==> src/design/ppm_symbol_frame_decoder_macros.svh <==
// Assertion macros for the pulse frame decoder.
`ifndef PPM_SYMBOL_FRAME_DECODER_MACROS_SVH
`define PPM_SYMBOL_FRAME_DECODER_MACROS_SVH

`ifndef SYNTH
// a holds in a cycle -> b holds in the same cycle
`define PSFD_ASSERT_SAME(label, clk, rst_n, a, b) \
    label: assert property (@(posedge clk) disable iff (!rst_n) (a) |-> (b)) \
        else $error("assertion failed: a |-> b");
// a holds in a cycle -> b holds in the next cycle
`define PSFD_ASSERT_NEXT(label, clk, rst_n, a, b) \
    label: assert property (@(posedge clk) disable iff (!rst_n) (a) |=> (b)) \
        else $error("assertion failed: a |=> b");
`else
`define PSFD_ASSERT_SAME(label, clk, rst_n, a, b)
`define PSFD_ASSERT_NEXT(label, clk, rst_n, a, b)
`endif

`endif

==> src/design/psfd_pkg.sv <==
`default_nettype none

package psfd_pkg;

    localparam logic [8:0]  MAX_BYTES = 9'd258;
    localparam logic [15:0] MIN_TOTAL = 16'd18;  // 4.5 us in ticks
    localparam logic [15:0] MAX_TOTAL = 16'd90;  // 22.5 us in ticks
    localparam logic [1:0]  SYM_MASK  = 2'h3;

    // register indexes on the configuration port
    localparam logic [1:0] CFG_SESSION = 2'd0;
    localparam logic [1:0] CFG_PAGE    = 2'd1;
    localparam logic [1:0] CFG_STEP    = 2'd2;

    localparam logic [6:0] STEP_RESET = 7'd6;

    typedef enum logic [1:0] {
        KIND_BYTE   = 2'd0,
        KIND_DONE   = 2'd1,
        KIND_REJECT = 2'd2
    } kind_t;

    typedef enum logic [1:0] {
        PH_HEADER  = 2'd0,
        PH_DECODE  = 2'd1,
        PH_DISCARD = 2'd2
    } phase_t;

    typedef enum logic [2:0] {
        ST_IDLE,
        ST_EVAL,
        ST_DIV,
        ST_PACK,
        ST_REJECT,
        ST_BYTE,
        ST_FLUSH,
        ST_DONE
    } state_t;

    typedef enum logic [2:0] {
        EMIT_NONE,
        EMIT_REJECT,
        EMIT_BYTE,
        EMIT_FLUSH,
        EMIT_DONE
    } emit_t;

    typedef struct packed {
        logic  load_in;
        logic  hdr_accept;
        logic  set_halted;
        logic  div_start;
        logic  div_step;
        logic  pack;
        emit_t emit;
    } cmd_t;

    typedef struct packed {
        logic eof;
        logic hdr_match;
        logic in_range;
        logic halted;
        logic pairs_partial;
        logic pairs_three;
        logic bytes_full;
        logic div_last;
        logic out_free;
    } status_t;

endpackage

`default_nettype wire

==> src/design/ppm_symbol_frame_decoder.sv <==
// Two-bit pulse-position frame decoder.
//
// Input channel (in_valid/in_ready): one received pulse per transfer, as
// high_ticks and low_ticks in quarter-microsecond ticks plus end_of_frame on
// the closing pulse. The first pulse of a frame is the header.
// Output channel (out_valid/out_ready): data bytes, a frame-done record and
// header-rejected records; last_of_run marks the final result of one pulse.
// Configuration: cfg_we/cfg_index/cfg_data write the session length, page
// length and symbol step; write only while the block is idle.
//
// One pulse at a time. A header, discarded or skipped pulse is loaded and
// classified, then emits its results, if any, before the next pulse is taken.
// A data pulse is loaded and classified, passes through the 2-bit-per-cycle
// restoring divider and is packed, then emits a byte when it completes one.
// The output register lets the next pulse be taken while a result waits; a
// stalled receiver holds the decoder in its emit state until the result moves.
// Reset clears the phase to header search, the step to 6 and both header
// lengths to zero, which rejects every header until they are written.
`default_nettype none

`include "ppm_symbol_frame_decoder_macros.svh"

module ppm_symbol_frame_decoder (
    input  wire logic        clk,
    input  wire logic        rst_n,
    input  wire logic        in_valid,
    output logic             in_ready,
    input  wire logic [14:0] high_ticks,
    input  wire logic [14:0] low_ticks,
    input  wire logic        end_of_frame,
    output logic             out_valid,
    input  wire logic        out_ready,
    output logic [1:0]       kind,
    output logic [7:0]       data_byte,
    output logic             frame_kind,
    output logic [8:0]       byte_count,
    output logic             stopped_early,
    output logic             last_of_run,
    input  wire logic        cfg_we,
    input  wire logic [1:0]  cfg_index,
    input  wire logic [15:0] cfg_data
);
    import psfd_pkg::*;

    cmd_t    cmd;
    status_t status;

    // sequencer: phase tracking and command issue
    psfd_ctrl u_ctrl (
        .clk      (clk),
        .rst_n    (rst_n),
        .in_valid (in_valid),
        .in_ready (in_ready),
        .status   (status),
        .cmd      (cmd)
    );

    // datapath: config, header windows, divider, byte packing, output register
    psfd_datapath u_datapath (
        .clk           (clk),
        .rst_n         (rst_n),
        .high_ticks    (high_ticks),
        .low_ticks     (low_ticks),
        .end_of_frame  (end_of_frame),
        .cfg_we        (cfg_we),
        .cfg_index     (cfg_index),
        .cfg_data      (cfg_data),
        .cmd           (cmd),
        .status        (status),
        .out_ready     (out_ready),
        .out_valid     (out_valid),
        .kind          (kind),
        .data_byte     (data_byte),
        .frame_kind    (frame_kind),
        .byte_count    (byte_count),
        .stopped_early (stopped_early),
        .last_of_run   (last_of_run)
    );

    // one pulse at a time: a transfer drops ready for the next cycle
    `PSFD_ASSERT_NEXT(a_one_pulse, clk, rst_n, in_valid && in_ready, !in_ready)
    // never load a result over one that has not been transferred
    `PSFD_ASSERT_SAME(a_emit_free, clk, rst_n, cmd.emit != EMIT_NONE, status.out_free)
    // frame-done count never exceeds the buffer size
    `PSFD_ASSERT_SAME(a_count_max, clk, rst_n, out_valid && (kind == KIND_DONE), byte_count <= MAX_BYTES)

endmodule

`default_nettype wire

==> src/design/psfd_datapath.sv <==
`default_nettype none

module psfd_datapath (
    input  wire logic              clk,
    input  wire logic              rst_n,
    input  wire logic [14:0]       high_ticks,
    input  wire logic [14:0]       low_ticks,
    input  wire logic              end_of_frame,
    input  wire logic              cfg_we,
    input  wire logic [1:0]        cfg_index,
    input  wire logic [15:0]       cfg_data,
    input  wire psfd_pkg::cmd_t    cmd,
    output psfd_pkg::status_t      status,
    input  wire logic              out_ready,
    output logic                   out_valid,
    output logic [1:0]             kind,
    output logic [7:0]             data_byte,
    output logic                   frame_kind,
    output logic [8:0]             byte_count,
    output logic                   stopped_early,
    output logic                   last_of_run
);
    import psfd_pkg::*;

    logic [15:0] session_reg;
    logic [15:0] page_reg;
    logic [6:0]  step_reg;

    logic [15:0] total_reg;
    logic        eof_reg;
    logic        header_type_reg;
    logic        halted_reg;
    logic [7:0]  shift_reg;
    logic [2:0]  pairs_reg;
    logic [8:0]  bytes_reg;

    logic [6:0]  rem_reg;
    logic [7:0]  dvd_reg;
    logic [7:0]  quo_reg;
    logic [1:0]  dcnt_reg;

    logic        out_valid_reg;
    kind_t       kind_reg;
    logic [7:0]  data_reg;
    logic        fk_reg;
    logic [8:0]  cnt_reg;
    logic        stop_reg;
    logic        last_reg;

    logic [6:0]  step_eff;
    logic [5:0]  half;
    logic        session_match;
    logic        page_match;
    logic [15:0] diff;
    logic [7:0]  partial_byte;
    logic        stop_calc;
    logic        out_free;
    logic [6:0]  rem_next;
    logic [7:0]  dvd_next;
    logic [7:0]  quo_next;

    function automatic logic in_window(input logic [15:0] sum, input logic [15:0] nominal,
                                       input logic [5:0] hw);
        logic [16:0] lo_side;
        logic [16:0] hi_side;
        lo_side = {1'b0, sum} + {11'b0, hw};
        hi_side = {1'b0, nominal} + {11'b0, hw};
        return (nominal != 16'd0) && (lo_side > {1'b0, nominal}) && ({1'b0, sum} < hi_side);
    endfunction

    assign step_eff      = (step_reg == 7'd0) ? 7'd1 : step_reg;
    assign half          = step_eff[6:1];
    assign session_match = in_window(total_reg, session_reg, half);
    assign page_match    = in_window(total_reg, page_reg, half);
    assign diff          = total_reg - MIN_TOTAL;
    assign out_free      = !out_valid_reg || out_ready;

    assign status.eof           = eof_reg;
    assign status.hdr_match     = session_match || page_match;
    assign status.in_range      = (total_reg >= MIN_TOTAL) && (total_reg <= MAX_TOTAL);
    assign status.halted        = halted_reg;
    assign status.pairs_partial = pairs_reg inside {[3'd1:3'd3]};
    assign status.pairs_three   = (pairs_reg == 3'd3);
    assign status.bytes_full    = (bytes_reg >= MAX_BYTES);
    assign status.div_last      = (dcnt_reg == 2'd3);
    assign status.out_free      = out_free;

    assign stop_calc = halted_reg || (status.pairs_partial && status.bytes_full);

    // left-align a partial byte
    always_comb
    begin
        case (pairs_reg)
            3'd1:    partial_byte = {shift_reg[1:0], 6'b0};
            3'd2:    partial_byte = {shift_reg[3:0], 4'b0};
            3'd3:    partial_byte = {shift_reg[5:0], 2'b0};
            default: partial_byte = 8'd0;
        endcase
    end

    // two restoring division steps per cycle
    always_comb
    begin
        logic [7:0] trial;
        logic       ge;
        rem_next = rem_reg;
        dvd_next = dvd_reg;
        quo_next = quo_reg;
        for (int i = 0; i < 2; i++)
        begin
            trial    = {rem_next, dvd_next[7]};
            dvd_next = {dvd_next[6:0], 1'b0};
            ge       = (trial >= {1'b0, step_eff});
            if (ge)
            begin
                trial = trial - {1'b0, step_eff};
            end
            rem_next = trial[6:0];
            quo_next = {quo_next[6:0], ge};
        end
    end

    always_ff @(posedge clk or negedge rst_n)
    begin
        if (!rst_n)
        begin
            session_reg     <= 16'd0;
            page_reg        <= 16'd0;
            step_reg        <= STEP_RESET;
            header_type_reg <= 1'b0;
            halted_reg      <= 1'b0;
            shift_reg       <= 8'd0;
            pairs_reg       <= 3'd0;
            bytes_reg       <= 9'd0;
            dcnt_reg        <= 2'd0;
            out_valid_reg   <= 1'b0;
        end
        else
        begin
            if (cfg_we)
            begin
                case (cfg_index)
                    CFG_SESSION: session_reg <= cfg_data;
                    CFG_PAGE:    page_reg    <= cfg_data;
                    CFG_STEP:    step_reg    <= cfg_data[6:0];
                    default:     ;
                endcase
            end

            if (cmd.hdr_accept)
            begin
                header_type_reg <= !session_match;
                halted_reg      <= 1'b0;
                shift_reg       <= 8'd0;
                pairs_reg       <= 3'd0;
                bytes_reg       <= 9'd0;
            end

            if (cmd.set_halted)
            begin
                halted_reg <= 1'b1;
            end

            if (cmd.div_start)
            begin
                dcnt_reg <= 2'd0;
            end
            else if (cmd.div_step)
            begin
                dcnt_reg <= dcnt_reg + 2'd1;
            end

            if (cmd.pack)
            begin
                shift_reg <= {shift_reg[5:0], quo_reg[1:0] & SYM_MASK};
                pairs_reg <= pairs_reg + 3'd1;
            end

            case (cmd.emit)
                EMIT_BYTE, EMIT_FLUSH:
                begin
                    bytes_reg <= bytes_reg + 9'd1;
                    shift_reg <= 8'd0;
                    pairs_reg <= 3'd0;
                end
                EMIT_DONE:
                begin
                    shift_reg <= 8'd0;
                    pairs_reg <= 3'd0;
                end
                default: ;
            endcase

            if (cmd.emit != EMIT_NONE)
            begin
                out_valid_reg <= 1'b1;
            end
            else if (out_ready)
            begin
                out_valid_reg <= 1'b0;
            end
        end
    end

    always_ff @(posedge clk)
    begin
        if (cmd.load_in)
        begin
            total_reg <= {1'b0, high_ticks} + {1'b0, low_ticks};
            eof_reg   <= end_of_frame;
        end

        if (cmd.div_start)
        begin
            rem_reg <= 7'd0;
            dvd_reg <= {1'b0, diff[6:0]};
            quo_reg <= 8'd0;
        end
        else if (cmd.div_step)
        begin
            rem_reg <= rem_next;
            dvd_reg <= dvd_next;
            quo_reg <= quo_next;
        end

        case (cmd.emit)
            EMIT_REJECT:
            begin
                kind_reg <= KIND_REJECT;
                data_reg <= 8'd0;
                fk_reg   <= 1'b0;
                cnt_reg  <= 9'd0;
                stop_reg <= 1'b0;
                last_reg <= 1'b1;
            end
            EMIT_BYTE:
            begin
                kind_reg <= KIND_BYTE;
                data_reg <= shift_reg;
                fk_reg   <= header_type_reg;
                cnt_reg  <= 9'd0;
                stop_reg <= 1'b0;
                last_reg <= 1'b1;
            end
            EMIT_FLUSH:
            begin
                kind_reg <= KIND_BYTE;
                data_reg <= partial_byte;
                fk_reg   <= header_type_reg;
                cnt_reg  <= 9'd0;
                stop_reg <= 1'b0;
                last_reg <= 1'b0;
            end
            EMIT_DONE:
            begin
                kind_reg <= KIND_DONE;
                data_reg <= 8'd0;
                fk_reg   <= header_type_reg;
                cnt_reg  <= bytes_reg;
                stop_reg <= stop_calc;
                last_reg <= 1'b1;
            end
            default: ;
        endcase
    end

    assign out_valid     = out_valid_reg;
    assign kind          = kind_reg;
    assign data_byte     = data_reg;
    assign frame_kind    = fk_reg;
    assign byte_count    = cnt_reg;
    assign stopped_early = stop_reg;
    assign last_of_run   = last_reg;

endmodule

`default_nettype wire

==> src/design/psfd_ctrl.sv <==
`default_nettype none

module psfd_ctrl (
    input  wire logic              clk,
    input  wire logic              rst_n,
    input  wire logic              in_valid,
    output logic                   in_ready,
    input  wire psfd_pkg::status_t status,
    output psfd_pkg::cmd_t         cmd
);
    import psfd_pkg::*;

    state_t state_reg;
    state_t state_next;
    phase_t phase_reg;
    phase_t phase_next;
    logic   flush_ok;

    assign flush_ok = status.pairs_partial && !status.bytes_full;

    always_ff @(posedge clk or negedge rst_n)
    begin
        if (!rst_n)
        begin
            state_reg <= ST_IDLE;
            phase_reg <= PH_HEADER;
        end
        else
        begin
            state_reg <= state_next;
            phase_reg <= phase_next;
        end
    end

    // next state
    always_comb
    begin
        state_next = state_reg;
        phase_next = phase_reg;
        case (state_reg)
            ST_IDLE:
            begin
                if (in_valid)
                begin
                    state_next = ST_EVAL;
                end
            end
            ST_EVAL:
            begin
                case (phase_reg)
                    PH_HEADER:
                    begin
                        if (status.hdr_match)
                        begin
                            if (status.eof)
                            begin
                                state_next = ST_DONE;
                            end
                            else
                            begin
                                state_next = ST_IDLE;
                                phase_next = PH_DECODE;
                            end
                        end
                        else
                        begin
                            state_next = ST_REJECT;
                            phase_next = status.eof ? PH_HEADER : PH_DISCARD;
                        end
                    end
                    PH_DECODE:
                    begin
                        if (status.eof)
                        begin
                            state_next = flush_ok ? ST_FLUSH : ST_DONE;
                            phase_next = PH_HEADER;
                        end
                        else if (status.halted || !status.in_range)
                        begin
                            state_next = ST_IDLE;
                        end
                        else
                        begin
                            state_next = ST_DIV;
                        end
                    end
                    default:
                    begin
                        state_next = ST_IDLE;
                        if (status.eof)
                        begin
                            phase_next = PH_HEADER;
                        end
                    end
                endcase
            end
            ST_DIV:
            begin
                if (status.div_last)
                begin
                    state_next = ST_PACK;
                end
            end
            ST_PACK:
            begin
                if (status.pairs_three && !status.bytes_full)
                begin
                    state_next = ST_BYTE;
                end
                else
                begin
                    state_next = ST_IDLE;
                end
            end
            ST_REJECT, ST_BYTE, ST_DONE:
            begin
                if (status.out_free)
                begin
                    state_next = ST_IDLE;
                end
            end
            ST_FLUSH:
            begin
                if (status.out_free)
                begin
                    state_next = ST_DONE;
                end
            end
            default: state_next = ST_IDLE;
        endcase
    end

    // commands
    always_comb
    begin
        cmd      = '0;
        cmd.emit = EMIT_NONE;
        in_ready = 1'b0;
        case (state_reg)
            ST_IDLE:
            begin
                in_ready    = 1'b1;
                cmd.load_in = in_valid;
            end
            ST_EVAL:
            begin
                case (phase_reg)
                    PH_HEADER:
                    begin
                        cmd.hdr_accept = status.hdr_match;
                    end
                    PH_DECODE:
                    begin
                        if (!status.eof && !status.halted)
                        begin
                            cmd.set_halted = !status.in_range;
                            cmd.div_start  = status.in_range;
                        end
                    end
                    default: ;
                endcase
            end
            ST_DIV:
            begin
                cmd.div_step = 1'b1;
            end
            ST_PACK:
            begin
                cmd.pack       = 1'b1;
                cmd.set_halted = status.pairs_three && status.bytes_full;
            end
            ST_REJECT:
            begin
                cmd.emit = status.out_free ? EMIT_REJECT : EMIT_NONE;
            end
            ST_BYTE:
            begin
                cmd.emit = status.out_free ? EMIT_BYTE : EMIT_NONE;
            end
            ST_FLUSH:
            begin
                cmd.emit = status.out_free ? EMIT_FLUSH : EMIT_NONE;
            end
            ST_DONE:
            begin
                cmd.emit = status.out_free ? EMIT_DONE : EMIT_NONE;
            end
            default: ;
        endcase
    end

endmodule

`default_nettype wire
==> config.mk <==
export PLATFORM = sky130hd
export DESIGN_NAME = ppm_symbol_frame_decoder
export DESIGN_NICKNAME = d
export VERILOG_FILES = /design/src/design/psfd_pkg.sv /design/src/design/ppm_symbol_frame_decoder.sv /design/src/design/psfd_datapath.sv /design/src/design/psfd_ctrl.sv
export VERILOG_INCLUDE_DIRS = /design/src /design/src/design
export SDC_FILE = /design/constraint.sdc
export NUM_CORES = 1
export LEC_CHECK = 0
export ABC_AREA = 1
export BUFFER_PORTS_ARGS = -buffer_cell sky130_fd_sc_hd__buf_2
export CAP_MARGIN = 0
export CORE_UTILIZATION = 35
export CTS_CLUSTER_SIZE = 14
export DETAILED_ROUTE_END_ITERATION = 8
export GPL_TIMING_DRIVEN = 0
export PLACE_DENSITY = 0.58
export SYNTH_ARGS = -nofsm -noshare
export SYNTH_HDL_FRONTEND = slang
export SYNTH_SLANG_ARGS = --single-unit
==> constraint.sdc <==
create_clock -name clk -period 10.3 [get_ports clk]
set_input_delay 1.03 -clock clk [delete_from_list [all_inputs] [get_ports clk]]
set_output_delay 1.03 -clock clk [all_outputs]
set_load 0.01 [all_outputs]
Word level (Yosys, flattened, before mapping)
Cells that the tools add are included.
{"block": "word_totals", "ff_bits": 125, "in_bits": 54, "out_inout_bits": 24, "wordCells": 176}
{"block": "op_classes", "n_addsub": 10, "magnitude_cmp": 11, "n_eq_ne": 23, "n_mux": 58, "n_reduce_logical": 50}
{"op": "adder 16 x 6 -> 17 bit", "n": 3}
{"op": "one-hot mux 8 bit (3 select lines)", "n": 2}
{"op": "two-way mux 3 bit", "n": 12}
{"op": "two-way mux 7 bit", "n": 5}
{"op": "greater-than comparator 17 x 16 -> 1 bit", "n": 2}
{"op": "< comparator 16 x 17 -> 1 bit", "n": 2}
{"op": "nonzero test 16 bit", "n": 2}
{"op": "two-way mux 2 bit", "n": 12}
{"op": "two-way mux 8 bit", "n": 3}
{"op": "equality test 3 x 2 -> 1 bit (second input constant)", "n": 6}
{"op": "two-way mux 9 bit", "n": 2}
{"op": "one-hot mux 3 bit (6 select lines)", "n": 1}
{"op": "one-hot mux 9 bit (2 select lines)", "n": 1}
{"op": "adder 15 x 15 -> 16 bit", "n": 1}
{"op": "greater-or-equal comparator 16 x 5 -> 1 bit (second input constant)", "n": 1}
{"op": "greater-or-equal comparator 8 x 7 -> 1 bit", "n": 2}
{"op": "<= comparator 16 x 7 -> 1 bit (second input constant)", "n": 1}
{"op": "nonzero test 2 bit", "n": 8}
{"op": "equality test 3 bit (second input constant)", "n": 5}
{"op": "subtractor 7 bit", "n": 2}
{"op": "two-way mux 1 bit", "n": 13}
{"op": "one-hot mux 3 bit (4 select lines)", "n": 1}
{"op": "nonzero test 3 bit", "n": 4}
{"op": "OR reduction 3 bit", "n": 4}
{"op": "26 further kinds", "n": 57}

Logic depth before layout (Yosys ltp)
Gate-level depths: netlist of the first run.
{"block": "depth", "word_depth": 12, "depth_mapped": 29, "mapped_depth_nobuf": 28}

Modules after synthesis
Synthesis of the first run repeated with hierarchy kept, for this count alone.
{"block": "hier_totals", "cells_unflattened": 1234, "hier_area_um2": 9724.3}
{"mod": "psfd_datapath", "instances": 1, "cells_each": 1157, "area_per_inst_um2": 9287.7, "seq_area_each_um2": 3185.6}
{"mod": "psfd_ctrl", "instances": 1, "cells_each": 77, "area_per_inst_um2": 436.7, "seq_area_each_um2": 125.1}

Least setup slack after synthesis of the first run
Ideal clock, no wire load.
{"block": "synth_timing", "path_kind": "reg2reg", "start": "register u_datapath.step_reg[2]", "end": "register u_datapath.rem_reg[5]", "setup_time_ns": 0.064, "arrival_time_ns": 3.727, "t_required_ns": 10.236, "path_slack_ns": 6.509, "stages_incl_launch_ff": 26, "n_path_buf": 1, "period_less_slack_ns": 3.791, "cell_sequence": "dfstp_2 -> nor4_1 -> a31o_2 -> ha_1 -> inv_1 -> fa_1 -> nand3_1 -> nand2_1 -> nand2_1 -> nand3_1 -> buf_2 -> o21ai_0 -> ha_1 -> a21oi_1 -> nand2_1 -> nand2_1 -> nand2_1 -> a21oi_2 -> nor2_1 -> a311oi_1 -> nand2_2 -> inv_2 -> nand2_1 -> nor2_1 -> nor2_1 -> nor2_1"}
{"block": "synth_between", "elab_chain_cells": 6, "word_cells_on_any_way": 8, "classes_between": "2 x add/sub; 2 x order compare; 3 x mux; 1 x reduce/logical"}
{"element": "start, declared", "line_no": "psfd_datapath.sv:27", "rtl": "logic [6:0] step_reg;"}
{"element": "start signal, assigned", "line_no": "psfd_datapath.sv:145", "rtl": "CFG_STEP: step_reg <= cfg_data[6:0];"}
{"element": "logical NOT 7 bit", "line_no": "psfd_datapath.sv:71", "rtl": "assign step_eff = (step_reg == 7'd0) ? 7'd1 : step_reg;"}
{"element": "two-way mux 7 bit *", "line_no": "psfd_datapath.sv:71"}
{"element": "subtractor 7 bit or greater-or-equal comparator 8 x 7 -> 1 bit (tied branches)", "line_no": "psfd_datapath.sv:116, psfd_datapath.sv:113"}
{"element": "two-way mux 7 bit", "line_no": "psfd_datapath.sv:114", "rtl": "if (ge)"}
{"element": "subtractor 7 bit or greater-or-equal comparator 8 x 7 -> 1 bit (tied branches)", "line_no": "psfd_datapath.sv:116, psfd_datapath.sv:113"}
{"element": "two-way mux 7 bit *", "line_no": "psfd_datapath.sv:114"}
{"element": "end signal, assigned", "line_no": "psfd_datapath.sv:221", "rtl": "rem_reg <= rem_next;"}
{"element": "end, declared", "line_no": "psfd_datapath.sv:37", "rtl": "logic [6:0] rem_reg;"}
Every way passes the cells marked *; elsewhere a longest branch is shown, timed or not.
A chain may end at the register's enable or synchronous reset.

Final worst setup path of the first run
{"block": "layout_timing", "start": "register u_datapath.step_reg[6]", "end": "register u_datapath.rem_reg[4]"}
Same word-level chain as after synthesis.

==> results.md, run 1 <==
* Placed cell area at 10,400 sq um
* Peak Freq at 0.224 GHz
* Initial Utilization at 0.361
* Clk slew on worst S/H paths at 0.06 ns
* Post-CTS Setup Repair Bufs at 0
* Most common cell in the synthesized netlist: nand2_1
* CP max FO at 10
* Die height at 167 microns
* Number of library cell types mapped by synthesis at 51
* Predominant post-synthesis flop cell: dfrtp_1
* Post-synth EDFFs at 46
* Post-route cell area at 11,000 sq um
* GRT busiest layer: met2
* CTS tree: built
* Die Wd at 167 microns
* Power Dens Cells at 247 nW/um^2
* Total CTS buffers at 17
* Cts repair resizes at 0
* H-tree Lvls at 4
* WL final at 23,600 microns
* Total gr overflow at 0
* WP data required at 10.66 ns
* Number of synthesized register bits at 125
* Pins Over Slew Limit at 0
* MaxCap Viol Count at 0
* DRT Pass-1 Iters at 5
* Vias per inst at 4.87
* Cell taking the most area after synthesis: dfrtp_1
* Status: finished clean
* Post-Syn Area at 9520 sq um
* Final hold violations at 0
* Actual slew at the worst max-slew pin at 0.865 ns
* Layout area overhead at 15.4%
* First-pass GRT wire length at 39,400 microns
* I/O Pins at 78
* Final worst-path cycle share at 0.433
* Worst vdd ir at 128 uV
* Min cycle time layout at 4.45 ns
* # port buffers at 77
* Via count at 8,057
* Number of global-route vias before repair at 7,842
* Setup-failing EPs final at 0
* Mapped Avg Cell Area at 7.87 sq um
* Routability Congestion at 0.854
* HP Class: register to register
* Post-synthesis net count at 1,387
* # rows at 59
* Tot GR Track Use at 0.179
* Seq/Total Area, Yosys at 0.348
* Leak Pwr at 0.00541 uW
* Element type at the critical path end: register
* Yosys warnings at 0
* CTS max path bufs at 2
* Post-route setup TNS at 0 ns
* Setup Skew at 0.00979 ns
* Post-synth top cells: nand2_1 (228), inv_1 (198), ha_1 (118), nor2_1 (98), o21ai_0 (83)
* Relative slew slack at 0.421
* FFs w/ async S/R, synth at 0.552
* Grt met3 use at 0.0337
* Wire per inst at 14.2 microns
* Layout cell share with drive strength beyond 1 at 0.112
* Nets at 1,485
* Post-Route Utilization at 0.417
* GR Util met2 at 0.308
* Initial antenna violation count at 0
* Core area at 26,400 sq um
* Cts hold-fix bufs at 0
* Worst Path Class, Setup: register to register
* Post-route antenna net violation count at 0
* Setup crit start kind: register
* Largest net degree at the start of global routing at 70
* Hold WS at 0.450 ns
* Iter 0 DRT Violations at 402
* CTS root buf: clkbuf_16
* Arrival time at the worst endpoint at 4.82 ns
* Top-area cell type share of the netlist area at 0.176
* Met1 Use GR at 0.220
* Dpl hpwl at 18,900 microns
* Cells after Synth at 1,209
* Die area at 27,900 sq um
* CTS sink count at 125
* Worst-Skew Late Latency at 0.44 ns
* Synth area leaders: dfrtp_1 (18%), ha_1 (16%), edfxtp_1 (15%), nand2_1 (9.0%), inv_1 (7.8%)
* Ant. Diodes at 0
* RSZ-0062 raised after global routing: false
* DRC errors left at 0
[worst max-delay path, cell delays in order (launching register included)]
cell	delay, ns
dfrtp_1	0.52
nor4_1	0.24
a31o_2	0.24
ha_1	0.18
inv_1	0.06
fa_1	0.40
nand3_1	0.11
nand2_1	0.09
nand2_1	0.08
nand3_1	0.12
buf_2	0.21
o21ai_0	0.35
ha_1	0.37
nand3b_1	0.14
nand2_1	0.07
nand2_1	0.08
nand2_1	0.06
a21oi_2	0.14
nor2_1	0.07
a311oi_1	0.24
nand2_2	0.19
inv_2	0.13
nand2_1	0.06
nand2_1	0.07
nand2_1	0.05
a21oi_1	0.12
[per-layer routing]
metal / up-vias / part of all wire
met4: 0 / 0.025
met3: 32 / 0.032
li1: 4209 / -
met2: 132 / 0.49
met5: - / 0
met1: 3684 / 0.46
[worst paths after layout]
check,cells after the start,slack (ns),from,to
hold reg to reg,2,0.45,u_datapath.quo_reg[0],u_datapath.shift_reg[0]
hold / removal,2,0.45,u_datapath.quo_reg[0],u_datapath.shift_reg[0]
max in group asynchronous,2,9.37,rst_n,u_datapath.step_reg[1]
min in group asynchronous,2,0.59,rst_n,u_datapath.page_reg[15]
setup reg to reg,25,5.85,u_datapath.step_reg[6],u_datapath.rem_reg[4]
setup / recovery,25,5.85,u_datapath.step_reg[6],u_datapath.rem_reg[4]
[logic make-up after synthesis]
family	synth area share
AOI/OAI and AO/OA	0.126
DFF	0.348
adders and majority gates	0.168
xor gates and xnor gates	0.0561
buffers and inverters	0.0884
muxes	0.00105
and+or+nand+nor	0.213
[layout make-up]
type / instances / area [sq um]
Timing Repair Buffer: 79 / 430
Sequential cell: 125 / 3310
Tap cell: 335 / 419
Fill cell: 2644 / 15400
Inverter: 201 / 754
Clock buffer: 18 / 429
Clock inverter: 14 / 184
Buffer: 18 / 86.3
Multi-Input combinational cell: 865 / 5370
[placed cells by master (no fill, tap or decap), types with 46 or more instances in the layout]
cell,instances
ha_1,118
nand2_1,228
o21ai_0,83
dfrtp_1,67
inv_1,198
a21oi_1,67
edfxtp_1,46
xor2_1,48
nor2_1,97
nand3_1,68
buf_2,79
[power by group]
part           internal [uW]  switching, uW
combinational            481            804
sequential               672            119
clock                    386            254
[per-stage QoR]
step                      total power, uW  setup WS, ns  instances
after detailed placement             2090          5.87       1623
after floorplan                      1740          6.51       1209
final                                2720          5.85       1655
after CTS                            2740          5.86       1655
after global placement               2050          5.85       1621
after global routing                 2980          5.42       1655
(Power assumes the default switching activity.)
==> run 2, diff against run 1 <==
==> constraint.sdc (replaced) <==
create_clock -name clk -period 4.6 [get_ports clk]
set_input_delay 0.46 -clock clk [delete_from_list [all_inputs] [get_ports clk]]
set_output_delay 0.46 -clock clk [all_outputs]
set_load 0.01 [all_outputs]
==> run 2 against run 1 <==
  * Global-route usage stayed put
  * Flip-flop and latch count stayed put
  * Die area unchanged
  * Non-clock buffer count is 3 higher
  * Setup slack worse by 5.5 ns
  * Sequential power grew 120%
==> results.md, run 2 (synthesis results as in run 1) <==
* Status: finished clean
* Final non-filler cell total at 1,658
* Wire per inst at 14.3 microns
* # rows at 59
* I/O Pins at 78
* Die area at 27,900 sq um
* DRC errors left at 0
* CTS sink count at 125
* Layout area overhead at 16.4%
* First-pass GRT wire length at 39,400 microns
* Pre-CTS WS at 0.169 ns
* Initial antenna violation count at 0
* GRT busiest layer: met2
* Relative slew slack at 0.421
* Total gr overflow at 0
* Met1 Use GR at 0.220
* Initial Utilization at 0.361
* WP data required at 4.92 ns
* Clk slew on worst S/H paths at 0.06 ns
* Largest net degree at the start of global routing at 70
* Final worst slack at 0.327 ns
* # port buffers at 77
* Power Total at 6170 uW
* Ant. Diodes at 0
* Post-route antenna net violation count at 0
* Setup Skew at 0.00948 ns
* Element type at the critical path end: register
* Nets at 1,488
* CTS max path bufs at 2
* Setup crit start kind: register
* Total CTS buffers at 17
* Power Dens Cells at 557 nW/um^2
* Leading cell type in the layout, fill and taps excluded: nand2_1
* Layout cell share with drive strength beyond 1 at 0.123
* Min cycle time layout at 4.27 ns
* Via count at 8,068
* CTS tree: built
* CP max FO at 10
* Die Wd at 167 microns
* Tot GR Track Use at 0.179
* Dpl cells at 1,623
* Layout filler cell count at 2,633
* Setup-failing EPs final at 0
* WL final at 23,800 microns
* DRT Pass-1 Iters at 6
* Arrival time at the worst endpoint at 4.59 ns
* Actual slew at the worst max-slew pin at 0.865 ns
* Cts hold-fix bufs at 0
* Peak Freq at 0.234 GHz
* H-tree Lvls at 4
* Placed cell area at 10,400 sq um
* Core area at 26,400 sq um
* Most frequent cells in the layout: nand2_1 (228), inv_1 (198), ha_1 (115)
* Iter 0 DRT Violations at 410
* Post-route cell area at 11,100 sq um
* Dpl hpwl at 18,900 microns
* CTS root buf: clkbuf_16
* MaxCap Viol Count at 0
* Final worst-path cycle share at 0.929
* Vias per inst at 4.87
* Grt met3 use at 0.0337
* Leak Pwr at 0.00543 uW
* HP Class: input pin to async pin
* Worst Path Class, Setup: register to register
* Die height at 167 microns
* GR Util met2 at 0.308
* Pins Over Slew Limit at 0
* Final hold violations at 0
* Worst vdd ir at 299 uV
* Routability Congestion at 0.854
* Number of global-route vias before repair at 7,842
* Worst-Skew Late Latency at 0.44 ns
[run 2: through the flow]
| stage | TNS [ns] | hold WS (ns) | util |
|---|---|---|---|
| global route | -0.0152 | 0.0444 | 0.420 |
| finish | 0 | 0.0161 | 0.420 |
| floorplan | 0 | 0.164 | - |
| global placement | 0 | 0.442 | 0.392 |
| CTS | 0 | 0.0337 | 0.417 |
| detailed placement | 0 | 0.444 | 0.393 |
[run 2: routing by layer]
| metal | wire (microns) | part of all wire | vias to the layer above |
|---|---|---|---|
| li1 | - | - | 4222 |
| met1 | 10800 | 0.46 | 3684 |
| met2 | 11600 | 0.49 | 129 |
| met3 | 714 | 0.030 | 33 |
| met4 | 607 | 0.026 | 0 |
| met5 | 0 | 0 | - |
[run 2: worst max-delay path, stage by stage (launching register included)]
cell and delay (ns):
dfstp_2 0.45, nor4_2 0.30, a31o_2 0.23, ha_1 0.18
inv_1 0.06, fa_1 0.40, nand3_1 0.11, nand2_1 0.09
nand2_1 0.08, nand3_1 0.12, buf_2 0.22, o21ai_1 0.23
ha_1 0.31, a21oi_1 0.18, nand2_1 0.08, nand2_1 0.08
nand2_1 0.07, a21oi_2 0.15, nor2_1 0.08, a311oi_2 0.21
nand2_2 0.16, buf_4 0.18, o211ai_1 0.15, nand2_1 0.06
[run 2: repair_timing]
item / 4_1_cts / 5_1_grt
resized for setup: 0 / 19
setup endpoints to repair: 0 / 34
buffers inserted: 0 / 3
endpoints found under the hold margin: 0 / 0
[run 2: worst paths after layout]
path / start / end / slack, ns / cells past startpoint
max in group asynchronous: rst_n / u_datapath.step_reg[1] / 4.24 / 2
min in group clk: end_of_frame / u_datapath.eof_reg / 0.21 / 1
hold reg to reg: u_datapath.quo_reg[0] / u_datapath.shift_reg[0] / 0.45 / 2
hold / removal: rst_n / u_datapath.page_reg[15] / 0.02 / 2
setup reg to reg: u_datapath.step_reg[2] / u_datapath.rem_reg[3] / 0.33 / 23
setup / recovery: u_datapath.step_reg[2] / u_datapath.rem_reg[3] / 0.33 / 23
[run 2: cell type report]
cell class	count	area (sq um)	area share
buffer	18	88.8	0.00802
clock buffer	18	429	0.0388
clock inverter	14	184	0.0166
inverter	201	754	0.0681
multi-input combinational	865	5430	0.491
sequential	125	3310	0.299
tap	335	419	0.0378
timing repair buffer	82	453	0.0409
[run 2: where the power goes]
part           total (uW)  internal [uW]  switching [uW]
logic                2960           1130            1840
clock network        1430            864             568
registers            1780           1510             272
total                6170           3490            2680
